### src/rtl/assert_macros.svh
// Assertion helpers shared by the RTL. In synthesis builds they expand to nothing.
`ifndef ASSERT_MACROS_SVH
`define ASSERT_MACROS_SVH

`ifndef SYNTHESIS

// The condition must hold at every clock edge outside reset.
`define ASSERT_ALWAYS(label, clk, rst, cond, msg) \
  label: assert property (@(posedge clk) disable iff (rst) (cond)) else $error(msg);

// Whenever the antecedent holds, the consequent must hold in the same cycle.
`define ASSERT_IMPLIES(label, clk, rst, ante, cons, msg) \
  label: assert property (@(posedge clk) disable iff (rst) (ante) |-> (cons)) else $error(msg);

`else

`define ASSERT_ALWAYS(label, clk, rst, cond, msg)
`define ASSERT_IMPLIES(label, clk, rst, ante, cons, msg)

`endif

`endif

### src/rtl/idll_pkg.sv
`timescale 1ns / 1ps

package idll_pkg;

  // Default sizing of the slot table.
  localparam int SLOTS_DEF     = 64;
  localparam int DATA_BITS_DEF = 32;

  // Fixed widths of the command and result fields.
  localparam int MODE_BITS   = 3;
  localparam int POS_BITS    = 6;
  localparam int VAL_BITS    = 32;
  localparam int STATUS_BITS = 3;

  // Command modes.
  localparam logic [MODE_BITS-1:0] MODE_INS_AFTER  = 3'd0;
  localparam logic [MODE_BITS-1:0] MODE_ERASE      = 3'd1;
  localparam logic [MODE_BITS-1:0] MODE_INS_HEAD   = 3'd2;
  localparam logic [MODE_BITS-1:0] MODE_INS_TAIL   = 3'd3;
  localparam logic [MODE_BITS-1:0] MODE_ERASE_HEAD = 3'd4;
  localparam logic [MODE_BITS-1:0] MODE_ERASE_TAIL = 3'd5;
  localparam logic [MODE_BITS-1:0] MODE_READ       = 3'd6;

  // Result status codes.
  localparam logic [STATUS_BITS-1:0] ST_OK      = 3'd0;
  localparam logic [STATUS_BITS-1:0] ST_RANGE   = 3'd1;
  localparam logic [STATUS_BITS-1:0] ST_FULL    = 3'd2;
  localparam logic [STATUS_BITS-1:0] ST_EMPTY   = 3'd3;
  localparam logic [STATUS_BITS-1:0] ST_BADSLOT = 3'd4;

endpackage

### src/rtl/idll_cmd_if.sv
`timescale 1ns / 1ps

// Command channel: one word per list operation.
interface idll_cmd_if import idll_pkg::*; ();
  logic                       valid;
  logic                       ready;
  logic [MODE_BITS-1:0]       mode;
  logic [POS_BITS-1:0]        position;
  logic signed [VAL_BITS-1:0] value;

  modport source (output valid, output mode, output position, output value, input ready);
  modport sink   (input valid, input mode, input position, input value, output ready);
endinterface

### src/rtl/idll_res_if.sv
`timescale 1ns / 1ps

// Result channel: one word per completed operation.
interface idll_res_if import idll_pkg::*; ();
  logic                       valid;
  logic                       ready;
  logic [STATUS_BITS-1:0]     status;
  logic [POS_BITS-1:0]        slot;
  logic [POS_BITS-1:0]        head_index;
  logic [POS_BITS-1:0]        tail_index;
  logic signed [VAL_BITS-1:0] read_value;
  logic [POS_BITS-1:0]        read_next;
  logic [POS_BITS-1:0]        read_prev;
  logic                       read_free;

  modport source (output valid, output status, output slot, output head_index,
                  output tail_index, output read_value, output read_next,
                  output read_prev, output read_free, input ready);
  modport sink   (input valid, input status, input slot, input head_index,
                  input tail_index, input read_value, input read_next,
                  input read_prev, input read_free, output ready);
endinterface

### src/rtl/indexed_doubly_linked_list.sv
// Doubly linked list kept in a table of SLOTS slots, with slot 0 as sentinel (its next link
// is the head, its prev link the tail) and the unused slots on a FIFO free list. Each
// accepted command word inserts, erases or reads one slot and returns exactly one result
// word with a status, the slot filled or freed, and the head and tail after the command.
// Slot data, links and free bits live in one slot memory with a single read port, and every
// linked entry is fetched and rewritten in turn: a read or a rejected command answers from the
// fetch state, an insert goes on through steps 2 and 3, and an erase through steps 2 to 4.
// Commands are taken one at a time; the result sits in an output register, so the next
// command is accepted while an earlier result still waits. After reset the slot memory is
// initialized by a pass over all SLOTS slots during which no command is accepted; writes of the
// poison value are taken at any time and apply to slots freed afterwards.
`timescale 1ns / 1ps
`include "assert_macros.svh"

module indexed_doubly_linked_list import idll_pkg::*; #(
  parameter int SLOTS     = SLOTS_DEF,
  parameter int DATA_BITS = DATA_BITS_DEF
) (
  input  logic                       clk,
  input  logic                       rst,
  idll_cmd_if.sink                   cmd,
  idll_res_if.source                 res,
  input  logic                       cfg_we,
  input  logic signed [VAL_BITS-1:0] cfg_data
);

  localparam int            IW        = $clog2(SLOTS);
  localparam int            WW        = DATA_BITS + 2 * IW + 1;
  localparam logic [IW-1:0] LAST_SLOT = IW'(SLOTS - 1);

  typedef enum logic [5:0] {
    ST_CLEAR = 6'b000001,
    ST_IDLE  = 6'b000010,
    ST_FETCH = 6'b000100,
    ST_STEP2 = 6'b001000,
    ST_STEP3 = 6'b010000,
    ST_STEP4 = 6'b100000
  } state_t;

  // Memory word layout: {data, next, prev, free}.
  function automatic logic [WW-1:0] pack_word(logic [DATA_BITS-1:0] d, logic [IW-1:0] nx,
                                              logic [IW-1:0] pv, logic fr);
    return {d, nx, pv, fr};
  endfunction

  state_t               state, state_next;
  logic [IW-1:0]        clr_idx, clr_idx_next;
  logic [IW-1:0]        head, head_next;
  logic [IW-1:0]        tail, tail_next;
  logic [IW-1:0]        free_head, free_head_next;
  logic [IW-1:0]        free_tail, free_tail_next;
  logic [IW-1:0]        slot_n, slot_n_next;
  logic [IW-1:0]        link_a, link_a_next;
  logic [IW-1:0]        link_b, link_b_next;
  logic                 res_valid;
  logic [DATA_BITS-1:0] poison;

  // Latched command.
  logic [MODE_BITS-1:0] op_mode;
  logic [IW-1:0]        op_p;
  logic [DATA_BITS-1:0] op_val;
  logic                 op_range;

  logic          accept;
  logic [IW-1:0] p_sel;
  logic          range_sel;

  // Slot memory port.
  logic          ram_we;
  logic [IW-1:0] ram_waddr;
  logic [WW-1:0] ram_wdata;
  logic          ram_re;
  logic [IW-1:0] ram_raddr;
  logic [WW-1:0] ram_rdata;

  logic [DATA_BITS-1:0] q_data;
  logic [IW-1:0]        q_next;
  logic [IW-1:0]        q_prev;
  logic                 q_free;

  // Fields of the addressed slot, with the sentinel taken from the head and tail registers.
  logic                 p_zero;
  logic                 p_free;
  logic [IW-1:0]        p_next;
  logic [IW-1:0]        p_prev;
  logic [DATA_BITS-1:0] p_data;

  logic                   is_ins;
  logic                   is_era;
  logic                   is_rd;
  logic                   mode_ok;
  logic [STATUS_BITS-1:0] fetch_status;
  logic                   out_free;

  // Result word staging.
  logic                   res_load;
  logic [STATUS_BITS-1:0] res_status_d;
  logic [POS_BITS-1:0]    res_slot_d;
  logic [POS_BITS-1:0]    res_head_d;
  logic [POS_BITS-1:0]    res_tail_d;
  logic [VAL_BITS-1:0]    res_rvalue_d;
  logic [POS_BITS-1:0]    res_rnext_d;
  logic [POS_BITS-1:0]    res_rprev_d;
  logic                   res_rfree_d;

  logic [STATUS_BITS-1:0] res_status;
  logic [POS_BITS-1:0]    res_slot;
  logic [POS_BITS-1:0]    res_head;
  logic [POS_BITS-1:0]    res_tail;
  logic [VAL_BITS-1:0]    res_rvalue;
  logic [POS_BITS-1:0]    res_rnext;
  logic [POS_BITS-1:0]    res_rprev;
  logic                   res_rfree;

  idll_ram #(
    .WIDTH (WW),
    .DEPTH (SLOTS)
  ) u_slots (
    .clk   (clk),
    .we    (ram_we),
    .waddr (ram_waddr),
    .wdata (ram_wdata),
    .re    (ram_re),
    .raddr (ram_raddr),
    .rdata (ram_rdata)
  );

  assign q_free = ram_rdata[0];
  assign q_prev = ram_rdata[IW:1];
  assign q_next = ram_rdata[2*IW:IW+1];
  assign q_data = ram_rdata[WW-1:2*IW+1];

  assign p_zero = (op_p == '0);
  assign p_free = !p_zero && q_free;
  assign p_next = p_zero ? head : q_next;
  assign p_prev = p_zero ? tail : q_prev;
  assign p_data = p_zero ? '0 : q_data;

  assign is_ins  = op_mode inside {MODE_INS_AFTER, MODE_INS_HEAD, MODE_INS_TAIL};
  assign is_era  = op_mode inside {MODE_ERASE, MODE_ERASE_HEAD, MODE_ERASE_TAIL};
  assign is_rd   = (op_mode == MODE_READ);
  assign mode_ok = is_ins || is_era || is_rd;

  assign accept   = cmd.valid && cmd.ready;
  assign out_free = !res_valid || res.ready;

  assign cmd.ready = (state == ST_IDLE);

  // Slot that the incoming command works on.
  always_comb begin
    case (cmd.mode)
      MODE_INS_HEAD:                  p_sel = '0;
      MODE_INS_TAIL, MODE_ERASE_TAIL: p_sel = tail;
      MODE_ERASE_HEAD:                p_sel = head;
      default:                        p_sel = IW'(cmd.position);
    endcase
  end

  assign range_sel = (cmd.mode inside {MODE_INS_AFTER, MODE_ERASE, MODE_READ}) &&
                     (int'(cmd.position) >= SLOTS);

  // Status once the addressed slot has been fetched; checks follow the priority of the spec.
  always_comb begin
    if (op_range || !mode_ok) begin
      fetch_status = ST_RANGE;
    end else if (is_ins) begin
      if (free_head == '0) begin
        fetch_status = ST_FULL;
      end else if (p_free) begin
        fetch_status = ST_BADSLOT;
      end else begin
        fetch_status = ST_OK;
      end
    end else if (is_era) begin
      if (head == '0) begin
        fetch_status = ST_EMPTY;
      end else if (p_zero || p_free) begin
        fetch_status = ST_BADSLOT;
      end else begin
        fetch_status = ST_OK;
      end
    end else begin
      fetch_status = ST_OK;
    end
  end

  // Sequencer. Each step reads at most one entry and writes at most one other entry; the
  // entries touched by one command are always distinct, so no read ever needs forwarding.
  always_comb begin
    state_next     = state;
    clr_idx_next   = clr_idx;
    head_next      = head;
    tail_next      = tail;
    free_head_next = free_head;
    free_tail_next = free_tail;
    slot_n_next    = slot_n;
    link_a_next    = link_a;
    link_b_next    = link_b;
    ram_we         = 1'b0;
    ram_waddr      = '0;
    ram_wdata      = '0;
    ram_re         = 1'b0;
    ram_raddr      = '0;
    res_load       = 1'b0;
    res_status_d   = ST_OK;
    res_slot_d     = '0;
    res_rvalue_d   = '0;
    res_rnext_d    = '0;
    res_rprev_d    = '0;
    res_rfree_d    = 1'b0;

    case (state)
      // Initialize every slot as free, chained in index order.
      ST_CLEAR: begin
        ram_we       = 1'b1;
        ram_waddr    = clr_idx;
        ram_wdata    = pack_word('0, (clr_idx == LAST_SLOT) ? '0 : clr_idx + 1'b1, '0, 1'b1);
        clr_idx_next = clr_idx + 1'b1;
        if (clr_idx == LAST_SLOT) begin
          state_next = ST_IDLE;
        end
      end

      // Take a command and fetch its slot.
      ST_IDLE: begin
        if (cmd.valid) begin
          ram_re     = 1'b1;
          ram_raddr  = p_sel;
          state_next = ST_FETCH;
        end
      end

      ST_FETCH: begin
        if (fetch_status != ST_OK || is_rd) begin
          // Rejected command or read: answer as soon as the output register is free.
          if (out_free) begin
            res_load     = 1'b1;
            res_status_d = fetch_status;
            if (is_rd && fetch_status == ST_OK) begin
              res_rvalue_d = VAL_BITS'(p_data);
              res_rnext_d  = POS_BITS'(p_next);
              res_rprev_d  = POS_BITS'(p_prev);
              res_rfree_d  = p_free;
            end
            state_next = ST_IDLE;
          end
        end else if (is_ins) begin
          // Point the predecessor at the new slot and fetch the new slot.
          slot_n_next = free_head;
          link_a_next = p_next;
          if (p_zero) begin
            head_next = free_head;
          end else begin
            ram_we    = 1'b1;
            ram_waddr = op_p;
            ram_wdata = pack_word(q_data, free_head, q_prev, q_free);
          end
          ram_re     = 1'b1;
          ram_raddr  = free_head;
          state_next = ST_STEP2;
        end else begin
          // Poison and free the erased slot and fetch its predecessor.
          link_a_next = p_prev;
          link_b_next = p_next;
          ram_we      = 1'b1;
          ram_waddr   = op_p;
          ram_wdata   = pack_word(poison, '0, '0, 1'b1);
          ram_re      = 1'b1;
          ram_raddr   = p_prev;
          state_next  = ST_STEP2;
        end
      end

      ST_STEP2: begin
        if (is_ins) begin
          // Pop the free list and fill the new slot; fetch the successor.
          free_head_next = q_next;
          if (q_next == '0) begin
            free_tail_next = '0;
          end
          ram_we    = 1'b1;
          ram_waddr = slot_n;
          ram_wdata = pack_word(op_val, link_a, op_p, 1'b0);
          ram_re    = 1'b1;
          ram_raddr = link_a;
        end else begin
          // Bridge the predecessor over the erased slot; fetch the successor.
          if (link_a == '0) begin
            head_next = link_b;
          end else begin
            ram_we    = 1'b1;
            ram_waddr = link_a;
            ram_wdata = pack_word(q_data, link_b, q_prev, q_free);
          end
          ram_re    = 1'b1;
          ram_raddr = link_b;
        end
        state_next = ST_STEP3;
      end

      ST_STEP3: begin
        if (is_ins) begin
          // Point the successor back at the new slot and report.
          if (out_free) begin
            if (link_a == '0) begin
              tail_next = slot_n;
            end else begin
              ram_we    = 1'b1;
              ram_waddr = link_a;
              ram_wdata = pack_word(q_data, q_next, slot_n, q_free);
            end
            res_load   = 1'b1;
            res_slot_d = POS_BITS'(slot_n);
            state_next = ST_IDLE;
          end
        end else begin
          // Point the successor back at the predecessor; fetch the free list tail.
          if (link_b == '0) begin
            tail_next = link_a;
          end else begin
            ram_we    = 1'b1;
            ram_waddr = link_b;
            ram_wdata = pack_word(q_data, q_next, link_a, q_free);
          end
          ram_re     = 1'b1;
          ram_raddr  = free_tail;
          state_next = ST_STEP4;
        end
      end

      // Append the erased slot to the free list and report.
      ST_STEP4: begin
        if (out_free) begin
          if (free_head == '0) begin
            free_head_next = op_p;
          end else begin
            ram_we    = 1'b1;
            ram_waddr = free_tail;
            ram_wdata = pack_word(q_data, op_p, q_prev, q_free);
          end
          free_tail_next = op_p;
          res_load       = 1'b1;
          res_slot_d     = POS_BITS'(op_p);
          state_next     = ST_IDLE;
        end
      end

      default: begin
        state_next = ST_IDLE;
      end
    endcase

    res_head_d = POS_BITS'(head_next);
    res_tail_d = POS_BITS'(tail_next);
  end

  // Control state.
  always_ff @(posedge clk) begin
    if (rst) begin
      state     <= ST_CLEAR;
      clr_idx   <= '0;
      head      <= '0;
      tail      <= '0;
      free_head <= IW'(1);
      free_tail <= LAST_SLOT;
      res_valid <= 1'b0;
      poison    <= '0;
    end else begin
      state     <= state_next;
      clr_idx   <= clr_idx_next;
      head      <= head_next;
      tail      <= tail_next;
      free_head <= free_head_next;
      free_tail <= free_tail_next;
      if (res_load) begin
        res_valid <= 1'b1;
      end else if (res.ready) begin
        res_valid <= 1'b0;
      end
      if (cfg_we) begin
        poison <= DATA_BITS'($unsigned(cfg_data));
      end
    end
  end

  // Command and result payload.
  always_ff @(posedge clk) begin
    slot_n <= slot_n_next;
    link_a <= link_a_next;
    link_b <= link_b_next;
    if (accept) begin
      op_mode  <= cmd.mode;
      op_p     <= p_sel;
      op_val   <= DATA_BITS'($unsigned(cmd.value));
      op_range <= range_sel;
    end
    if (res_load) begin
      res_status <= res_status_d;
      res_slot   <= res_slot_d;
      res_head   <= res_head_d;
      res_tail   <= res_tail_d;
      res_rvalue <= res_rvalue_d;
      res_rnext  <= res_rnext_d;
      res_rprev  <= res_rprev_d;
      res_rfree  <= res_rfree_d;
    end
  end

  assign res.valid      = res_valid;
  assign res.status     = res_status;
  assign res.slot       = res_slot;
  assign res.head_index = res_head;
  assign res.tail_index = res_tail;
  assign res.read_value = res_rvalue;
  assign res.read_next  = res_rnext;
  assign res.read_prev  = res_rprev;
  assign res.read_free  = res_rfree;

  // Between commands the list is empty exactly when both sentinel links are clear.
  `ASSERT_IMPLIES(a_list_ends, clk, rst, state == ST_IDLE, (head == '0) == (tail == '0), "list ends")
  // The free list is empty exactly when both of its pointers are clear.
  `ASSERT_ALWAYS(a_free_ends, clk, rst, (free_head == '0) == (free_tail == '0), "free ends")
  // Outside initialization the sentinel lives in registers and is never written to memory.
  `ASSERT_IMPLIES(a_no_sentinel_write, clk, rst, ram_we && (state != ST_CLEAR), ram_waddr != '0, "sentinel slot written")

endmodule

### src/rtl/idll_ram.sv
`timescale 1ns / 1ps

// Simple dual-port RAM: one write and one registered read per cycle.
// A read and a write to the same address in one cycle return the old data.
module idll_ram #(
  parameter  int WIDTH = 8,
  parameter  int DEPTH = 64,
  localparam int AW    = $clog2(DEPTH)
) (
  input  logic             clk,
  input  logic             we,
  input  logic [AW-1:0]    waddr,
  input  logic [WIDTH-1:0] wdata,
  input  logic             re,
  input  logic [AW-1:0]    raddr,
  output logic [WIDTH-1:0] rdata
);

  logic [WIDTH-1:0] mem [DEPTH];

  // Read data holds its value while no read is issued.
  always_ff @(posedge clk) begin
    if (we) begin
      mem[waddr] <= wdata;
    end
    if (re) begin
      rdata <= mem[raddr];
    end
  end

endmodule

### src/flat_wrapper.sv
// flat-port wrapper written by rule: the top's interface ports become plain ports
module indexed_doubly_linked_list_flat import idll_pkg::*;
#(
  parameter int SLOTS     = SLOTS_DEF,
  parameter int DATA_BITS = DATA_BITS_DEF
)
  (clk, rst, cfg_we, cfg_data, cmd_valid, cmd_mode, cmd_position, cmd_value, cmd_ready, res_valid, res_status, res_slot, res_head_index, res_tail_index, res_read_value, res_read_next, res_read_prev, res_read_free, res_ready);
  idll_cmd_if cmd_i ();
  idll_res_if res_i ();
  input  logic clk;
  input  logic rst;
  input  logic cfg_we;
  input  logic signed [VAL_BITS-1:0] cfg_data;
  input wire logic [$bits(cmd_i.valid)-1:0] cmd_valid;
  input wire logic [$bits(cmd_i.mode)-1:0] cmd_mode;
  input wire logic [$bits(cmd_i.position)-1:0] cmd_position;
  input wire logic [$bits(cmd_i.value)-1:0] cmd_value;
  output wire logic [$bits(cmd_i.ready)-1:0] cmd_ready;
  output wire logic [$bits(res_i.valid)-1:0] res_valid;
  output wire logic [$bits(res_i.status)-1:0] res_status;
  output wire logic [$bits(res_i.slot)-1:0] res_slot;
  output wire logic [$bits(res_i.head_index)-1:0] res_head_index;
  output wire logic [$bits(res_i.tail_index)-1:0] res_tail_index;
  output wire logic [$bits(res_i.read_value)-1:0] res_read_value;
  output wire logic [$bits(res_i.read_next)-1:0] res_read_next;
  output wire logic [$bits(res_i.read_prev)-1:0] res_read_prev;
  output wire logic [$bits(res_i.read_free)-1:0] res_read_free;
  input wire logic [$bits(res_i.ready)-1:0] res_ready;
  assign cmd_i.valid = cmd_valid;
  assign cmd_i.mode = cmd_mode;
  assign cmd_i.position = cmd_position;
  assign cmd_i.value = cmd_value;
  assign cmd_ready = cmd_i.ready;
  assign res_valid = res_i.valid;
  assign res_status = res_i.status;
  assign res_slot = res_i.slot;
  assign res_head_index = res_i.head_index;
  assign res_tail_index = res_i.tail_index;
  assign res_read_value = res_i.read_value;
  assign res_read_next = res_i.read_next;
  assign res_read_prev = res_i.read_prev;
  assign res_read_free = res_i.read_free;
  assign res_i.ready = res_ready;
  indexed_doubly_linked_list #(.SLOTS(SLOTS), .DATA_BITS(DATA_BITS)) u_core (.clk(clk), .rst(rst), .cmd(cmd_i), .res(res_i), .cfg_we(cfg_we), .cfg_data(cfg_data));
endmodule
### config.mk
export PLATFORM = sky130hd
export DESIGN_NAME = indexed_doubly_linked_list_flat
export DESIGN_NICKNAME = d
export VERILOG_FILES = /design/src/rtl/idll_pkg.sv /design/src/rtl/idll_cmd_if.sv /design/src/rtl/idll_res_if.sv /design/src/rtl/indexed_doubly_linked_list.sv /design/src/rtl/idll_ram.sv /design/src/flat_wrapper.sv
export VERILOG_INCLUDE_DIRS = /design/src /design/src/rtl
export SDC_FILE = /design/constraint.sdc
export NUM_CORES = 2
export LEC_CHECK = 0
export BUFFER_PORTS_ARGS = -buffer_cell sky130_fd_sc_hd__buf_4
export CAP_MARGIN = 20
export CORE_ASPECT_RATIO = 1.5
export CORE_UTILIZATION = 55
export CTS_CLUSTER_SIZE = 40
export DETAILED_ROUTE_END_ITERATION = 12
export PLACE_DENSITY = 0.74
export SYNTH_ARGS = -nofsm -noshare
export SYNTH_HDL_FRONTEND = slang
export SYNTH_SLANG_ARGS = --single-unit
### constraint.sdc
create_clock -name clk -period 5.6 [get_ports clk]
set_clock_uncertainty 0.2 [all_clocks]
set_input_delay 0.84 -clock clk [delete_from_list [all_inputs] [get_ports clk]]
set_output_delay 0.84 -clock clk [all_outputs]
set_load 0.05 [all_outputs]
; Word-level counts from Yosys, hierarchy flattened
; Memory sizes are Yosys's and may differ from the RTL's. A register that Yosys moved wholly into a read port is not among the register bits.
; Cells that the tools add are included.
[word_totals]
regBits = 194
ramBits = 2880
elab_cells = 178
n_memories = 1
[classes]
add_sub_neg = 1
n_eq_ne = 23
n_mux = 93
bitwise_logic = 5
reduce_logical = 33
[mem_list]
columns = name, words, word_bits, rd, rd_ports_with_merged_regs, wr, line_no
row1 = u_core.u_slots.mem, 64, 45, 1, 1, 1, idll_ram.sv:19  ; logic [WIDTH-1:0] mem [DEPTH];
[op_table]
columns = cell, n
row1 = $mux W45, 11
row2 = $mux W6, 43
row3 = $pmux W45 S5, 1
row4 = $pmux W6 S2, 4
row5 = $logic_not A6 Y1, 6
row6 = $pmux W6 S6, 1
row7 = $pmux W6 S5, 1
row8 = $pmux W6 S4, 1
row9 = $mux W3, 7
row10 = $mux W1, 20
row11 = $pmux W6 S3, 1
row12 = $eq A3 B3 Y1 const B, 5
row13 = $eq A3 B2 Y1 const B, 4
row14 = $eq A6 B6 Y1 const B, 2
row15 = $reduce_and A4 Y1, 3
row16 = $ne A2 B1 Y1 const B, 5
row17 = $reduce_and A3 Y1, 3
row18 = $reduce_bool A3 Y1, 3
row19 = $add A6 B1 Y6 const B, 1
row20 = $eq A6 B1 Y1 const B, 1
row21 = $eq A6 B2 Y1 const B, 1
row22 = $eq A6 B3 Y1 const B, 1
row23 = $eq A6 B4 Y1 const B, 1
row24 = $eq A6 B5 Y1 const B, 1
row25 = other kinds (14), 28

; Logic depth before layout (Yosys ltp)
[logic_depth]
ltp_word = 15
mapped_depth = 16
depth_no_buf = 10

; By module
; Synthesis repeated with hierarchy kept, for this count alone.
[unflattened]
cells_unflattened = 5680
area_unflattened_um2 = 120073.9
[modules_own_cells]
columns = mod, n_inst, cells_each, area_each_um2, seq_area_each_um2
row1 = idll_ram, 1, 4844, 110855.1, 87834.2
row2 = indexed_doubly_linked_list, 1, 836, 9218.8, 5134.9

; Least setup slack after synthesis
; No wires, ideal clock.
[synth_path]
path_type = flip-flop to flip-flop
startpoint = register u_core.op_mode[0]
endpoint = register u_core.res_head[0] (netlist: u_core.res.head_index[0]) (enable)
setup_time_ns = 0.490
arrival_time_ns = 4.817
required_time_ns = 4.910
path_slack_ns = 0.093
stages_incl_launch_ff = 9
path_buffers = 3
period_less_slack_ns = 5.507
path_cell_list = edfxtp_1 nor2b_1 buf_2 nor2_1 clkbuf_1 buf_1 a21oi_1 nor2b_1 nor2_1
[synth_via]
elab_chain_cells = 9
word_cells_on_any_way = 19
classes_between = eq/ne: 6 / mux: 6 / reduce/logical: 7
[synth_lines]
columns = item, line_no
row1 = start: declaration, indexed_doubly_linked_list.sv:59  ; logic [MODE_BITS-1:0] op_mode;
row2 = start signal: assignment, indexed_doubly_linked_list.sv:392  ; op_mode <= cmd.mode;
row3 = $eq A3 B1 Y1 (tied with other cells), indexed_doubly_linked_list.sv:140  ; assign is_era = op_mode inside {MODE_ERASE, MODE_ERASE_HEAD, MODE_ERASE_TAIL};
row4 = "$reduce_bool A3 Y1, on equally long branches", "indexed_doubly_linked_list.sv:140, indexed_doubly_linked_list.sv:139"
row5 = $mux W3 or $logic_or A1 B1 Y1 (tied branches), "indexed_doubly_linked_list.sv:174, indexed_doubly_linked_list.sv:142"
row6 = $mux W3 or $logic_or A1 B1 Y1 (tied branches), "indexed_doubly_linked_list.sv:166, indexed_doubly_linked_list.sv:142"
row7 = $mux W3, indexed_doubly_linked_list.sv:164  ; if (op_range || !mode_ok) begin
row8 = $reduce_bool A3 Y1, indexed_doubly_linked_list.sv:234  ; if (fetch_status != ST_OK || is_rd) begin
row9 = $logic_or A1 B1 Y1, indexed_doubly_linked_list.sv:234
row10 = $mux W1, indexed_doubly_linked_list.sv:234
row11 = $pmux W1 S3 *, indexed_doubly_linked_list.sv:212  ; case (state)
row12 = via u_core.res_load, indexed_doubly_linked_list.sv:96  ; logic res_load;
row13 = end signal: assignment, indexed_doubly_linked_list.sv:400  ; res_head <= res_head_d;
row14 = end: declaration, indexed_doubly_linked_list.sv:108  ; logic [POS_BITS-1:0] res_head;
; Mark *: on every way through the listed nets, which the timed path passes. The rest lies on a longest branch.
; A chain may end at the register's enable or synchronous reset.

; Worst setup path after layout
[layout_path]
startpoint = register u_core.op_mode[1]
endpoint = register u_core.u_slots.rdata[0] (read register of u_core.u_slots.mem) (data pin)
[layout_via]
elab_chain_cells = 9
word_cells_on_any_way = 24
classes_between = eq/ne: 6 / mux: 11 / reduce/logical: 7
[layout_lines]
columns = item, line_no
row1 = $eq A3 B1 Y1 (tied with other cells), indexed_doubly_linked_list.sv:140
row2 = "$reduce_bool A3 Y1, on equally long branches", "indexed_doubly_linked_list.sv:140, indexed_doubly_linked_list.sv:139"
row3 = $mux W3 or $logic_or A1 B1 Y1 (tied branches), "indexed_doubly_linked_list.sv:174, indexed_doubly_linked_list.sv:142"
row4 = $mux W3 or $logic_or A1 B1 Y1 (tied branches), "indexed_doubly_linked_list.sv:166, indexed_doubly_linked_list.sv:142"
row5 = $mux W3, indexed_doubly_linked_list.sv:164
row6 = $reduce_bool A3 Y1, indexed_doubly_linked_list.sv:234
row7 = $logic_or A1 B1 Y1, indexed_doubly_linked_list.sv:234
row8 = $mux W6 or $mux W1 (tied branches), indexed_doubly_linked_list.sv:234
row9 = $pmux W6 S4 or $pmux W1 S4 (tied branches), indexed_doubly_linked_list.sv:212
row10 = end: declaration, idll_ram.sv:16  ; output logic [WIDTH-1:0] rdata
; Parallel ways exist; a longest one is shown, timed or not.

==> summary.md <==
| Metric | Value |
|---|---|
| Status | finished clean |
| Hold worst-path end | u_core.poison[26]$_SDFFE_PP0P_ |
| Syn Area/Cell | 14.8 µm² |
| TritonCTS clock tree | yes |
| Highest clock rate | 184 MHz |
| Critical path data arrival time | 5820 ps |
| Final instance count without filler cells | 11.9k |
| Most common cell after layout, fill and taps aside | edfxtp_1 |
| Drt first pass iters | 8 |
| Final wirelength | 400,000 µm |
| Most frequent cell on the critical path | buf_4 |
| Pwr dens | 326 nW/µm² |
| Cell count after synthesis | 8,304 |
| Min Tclk post-route | 5420 ps |
| Largest net degree at the start of global routing | 88 |
| Async SR Flop Fraction | 0 |
| Dpl hpwl | 245,000 µm |
| Worst slew pin tran | 1240 ps |
| Max-cap viol count | 0 |
| Vias in the first global route | 78.0k |
| Synth-to-Final Area Change | 15.9% |
| CP endpoint kind | flop |
| CTS H-tree lvls | 5 |
| Mapped Area | 123,000 µm² |
| Worst hold-check path type | in2reg |
| Share of the synthesized area in the top cell type | 0.743 |
| Net count of the mapped netlist | 8,383 |
| Rel. slew slack | 0.170 |
| Chip Height | 582 µm |
| Initial Utilization | 0.554 |
| Top FF cell, synth | edfxtp_1 |
| Global-route wire length before repair | 557,000 µm |
| Core area | 223,000 µm² |
| Most frequent cells in the layout | edfxtp_1 (3,050), nand2_1 (1,601), mux2i_1 (651) |
| RSZ-0062 raised after global routing | false |
| Vias | 80.5k |
| CTS clock-pin slew for the worst setup and hold paths | 70 ps |
| RePlAce Congestion | 0.977 |
| Critical path startpoint category | flop |
| Cell Area, Placed | 133,000 µm² |
| # DRC | 0 |
| CP max stage delay | 1020 ps |
| Nets | 8,918 |
| Critical path's slowest cell | a2111oi_1 |
| Port Buffers | 145 |
| Total design power | 0.0465 W |
| Worst Hold Path Cells | 3 |
| Gr ovfl total | 0 |
| Max FO, Critical Path | 21 |
| RR Startpoint | u_core.op_mode[1]$_DFFE_PP_ |
| CTS Buffer Depth | 4 |
| Initial antenna violation count | 16 |
| Final setup TNS | 0 ps |
| RR Endpoint | u_core.u_slots.rdata[0]$_DFFE_PP_ |
| Num CTS Buffers | 275 |
| Boundary Pins | 146 |
| Syn. warnings | 0 |
| Wirelength per Cell | 33.5 µm |
| Worst EP required | 5990 ps |
| WL met1 | 129,000 µm |
| Final setup violation count | 0 |
| Via density | 6.74 |
| Number of nets with antenna violations after routing | 0 |
| Insertion delay to the later sink of the worst-skew pair | 870 ps |
| Overall Global Routing Usage | 0.348 |
| FP Rows | 212 |
| Root Buffer Master | clkbuf_16 |
| Peak VDD IR | 256 µV |
| Slew Limit Fails | 0 |
| CTS sink cnt | 3,119 |
| Crit path kind | reg2reg |
| Min-delay src | cfg_data[26] |
| Leakage | 48.6 nW |
| Post-synth top area cell | edfxtp_1 |
| Metal2 WL | 188,000 µm |
| Share of cells above drive strength 1 | 0.146 |
| # resized after CTS | 0 |
| Fin crit share | 0.969 |
| Routed wl met3 | 49,200 µm |
| Synth top area cells | edfxtp_1 (74%), mux2i_1 (5.3%), nand2_1 (4.9%) |
| R2R cell count | 12 |
| Sequential fraction of the synthesis area | 0.755 |
| EDFF count, synth | 3,050 |
| FF-to-FF setup slack | 180 ps |
| Final Hold Vio Count | 0 |
| Yosys cell types | 91 |
| DR top layer | met5 |
| Synthesized flop and latch total | 3,119 |
| # placed instances | 11.4k |
| Drt initial violations | 12.7k |
| Width of the die | 388 µm |
| Die Area | 226,000 µm² |
| CP Cell Sequence | nor2b_1 -> or2_1 -> a311o_1 -> o211a_4 -> buf_12 -> buf_4 -> buf_4 -> mux2i_1 -> o22ai_1 -> a2111oi_1 -> buf_4 -> nor4_1 |
| Final instance area | 143,000 µm² |
## repair_timing
action / CTS / global route
hold buffers: 40 / 0
hold endpoints to repair: 40 / 0
setup buffers: 0 / 0
## cells in the mapped netlist (17+ instances only)
master	instances
edfxtp_1	3050
nand2_1	1605
mux2i_1	651
nand3_1	536
a21oi_1	441
nor2_1	242
buf_2	237
clkbuf_1	168
o22ai_1	130
o21ai_0	84
nor4_1	76
a22oi_1	70
dfxtp_1	69
a31oi_1	64
inv_1	58
buf_1	53
buf_4	50
a2111oi_0	48
a222oi_1	41
and2_1	41
mux4_2	39
nor3_1	34
a32oi_1	33
and3_1	30
o2bb2ai_1	29
a221oi_1	25
mux2_2	25
o21ai_1	25
nand4_1	24
o211ai_1	23
a211oi_1	21
a221o_1	21
and4_1	21
o2111ai_1	19
a22o_1	17
## stage by stage
stage               hold WS [ps]  utilization  worst slack, ps
floorplan                    260            -             92.5
detailed placement           285        0.600              325
global placement             276        0.600             -940
global route                37.0        0.641             95.1
CTS                        0.248        0.641              350
finish                      28.0        0.641              176
## layout make-up
cell class	count	area, µm²
Sequential cell	3119	93000
Fill cell	14868	79800
Multi-Input combinational cell	4609	28200
Timing Repair Buffer	775	8860
Clock buffer	338	7370
Tap cell	2889	3610
Clock inverter	143	1450
Inverter	59	221
Antenna cell	6	15.0
## layer usage
layer  vias up  track usage
met5         -            0
met3      1552       0.0772
met1     39790        0.417
li1      32746            -
met2      6404        0.559
met4         6        0.247
## critical path: cells and delay by family (launching register included)
| kind | cells | cell delay (ps) |
|---|---|---|
| mux | 1 | 240 |
| simple gates | 3 | 1200 |
| flops | 1 | 450 |
| buf+inv | 4 | 1100 |
| compound gates | 4 | 1930 |
## state kept, by name, indices dropped and copies added (netlist names), 32 cells and up
name	cells
u_core.op_val	32
u_core.poison	32
u_core.u_slots.rdata	45
u_core.u_slots.mem	2880
u_core.res.read_value	32
## power by group
group          internal, W  switching (W)  leakage (nW)
Clock               0.0107        0.00840          4.31
Combinational     0.000566        0.00112          14.5
Sequential          0.0257       0.000120          29.8
## cell families after synthesis
group | share of synthesized area
buf+inv | 0.0220
flops | 0.755
xor+xnor | 0.000640
compound gates | 0.0659
fa+ha+maj | 0.000102
mux | 0.0623
simple gates | 0.0943
## how the worst max path moves through the flow
stage / cells after the start / to / start
3_3_place_gp: 10 / u_core.u_slots.rdata[42]$_DFFE_PP_ / u_core.op_p[1]$_DFFE_PP_
2_1_floorplan: 8 / u_core.res.head_index[0]$_DFFE_PP_ / u_core.op_mode[0]$_DFFE_PP_
5_1_grt: 12 / u_core.u_slots.rdata[0]$_DFFE_PP_ / u_core.op_mode[1]$_DFFE_PP_
3_5_place_dp: 11 / u_core.u_slots.rdata[34]$_DFFE_PP_ / u_core.op_p[1]$_DFFE_PP_
6_report: 12 / u_core.u_slots.rdata[0]$_DFFE_PP_ / u_core.op_mode[1]$_DFFE_PP_
4_1_cts: 11 / u_core.u_slots.rdata[34]$_DFFE_PP_ / u_core.op_p[1]$_DFFE_PP_
(Power assumes the default switching activity.)
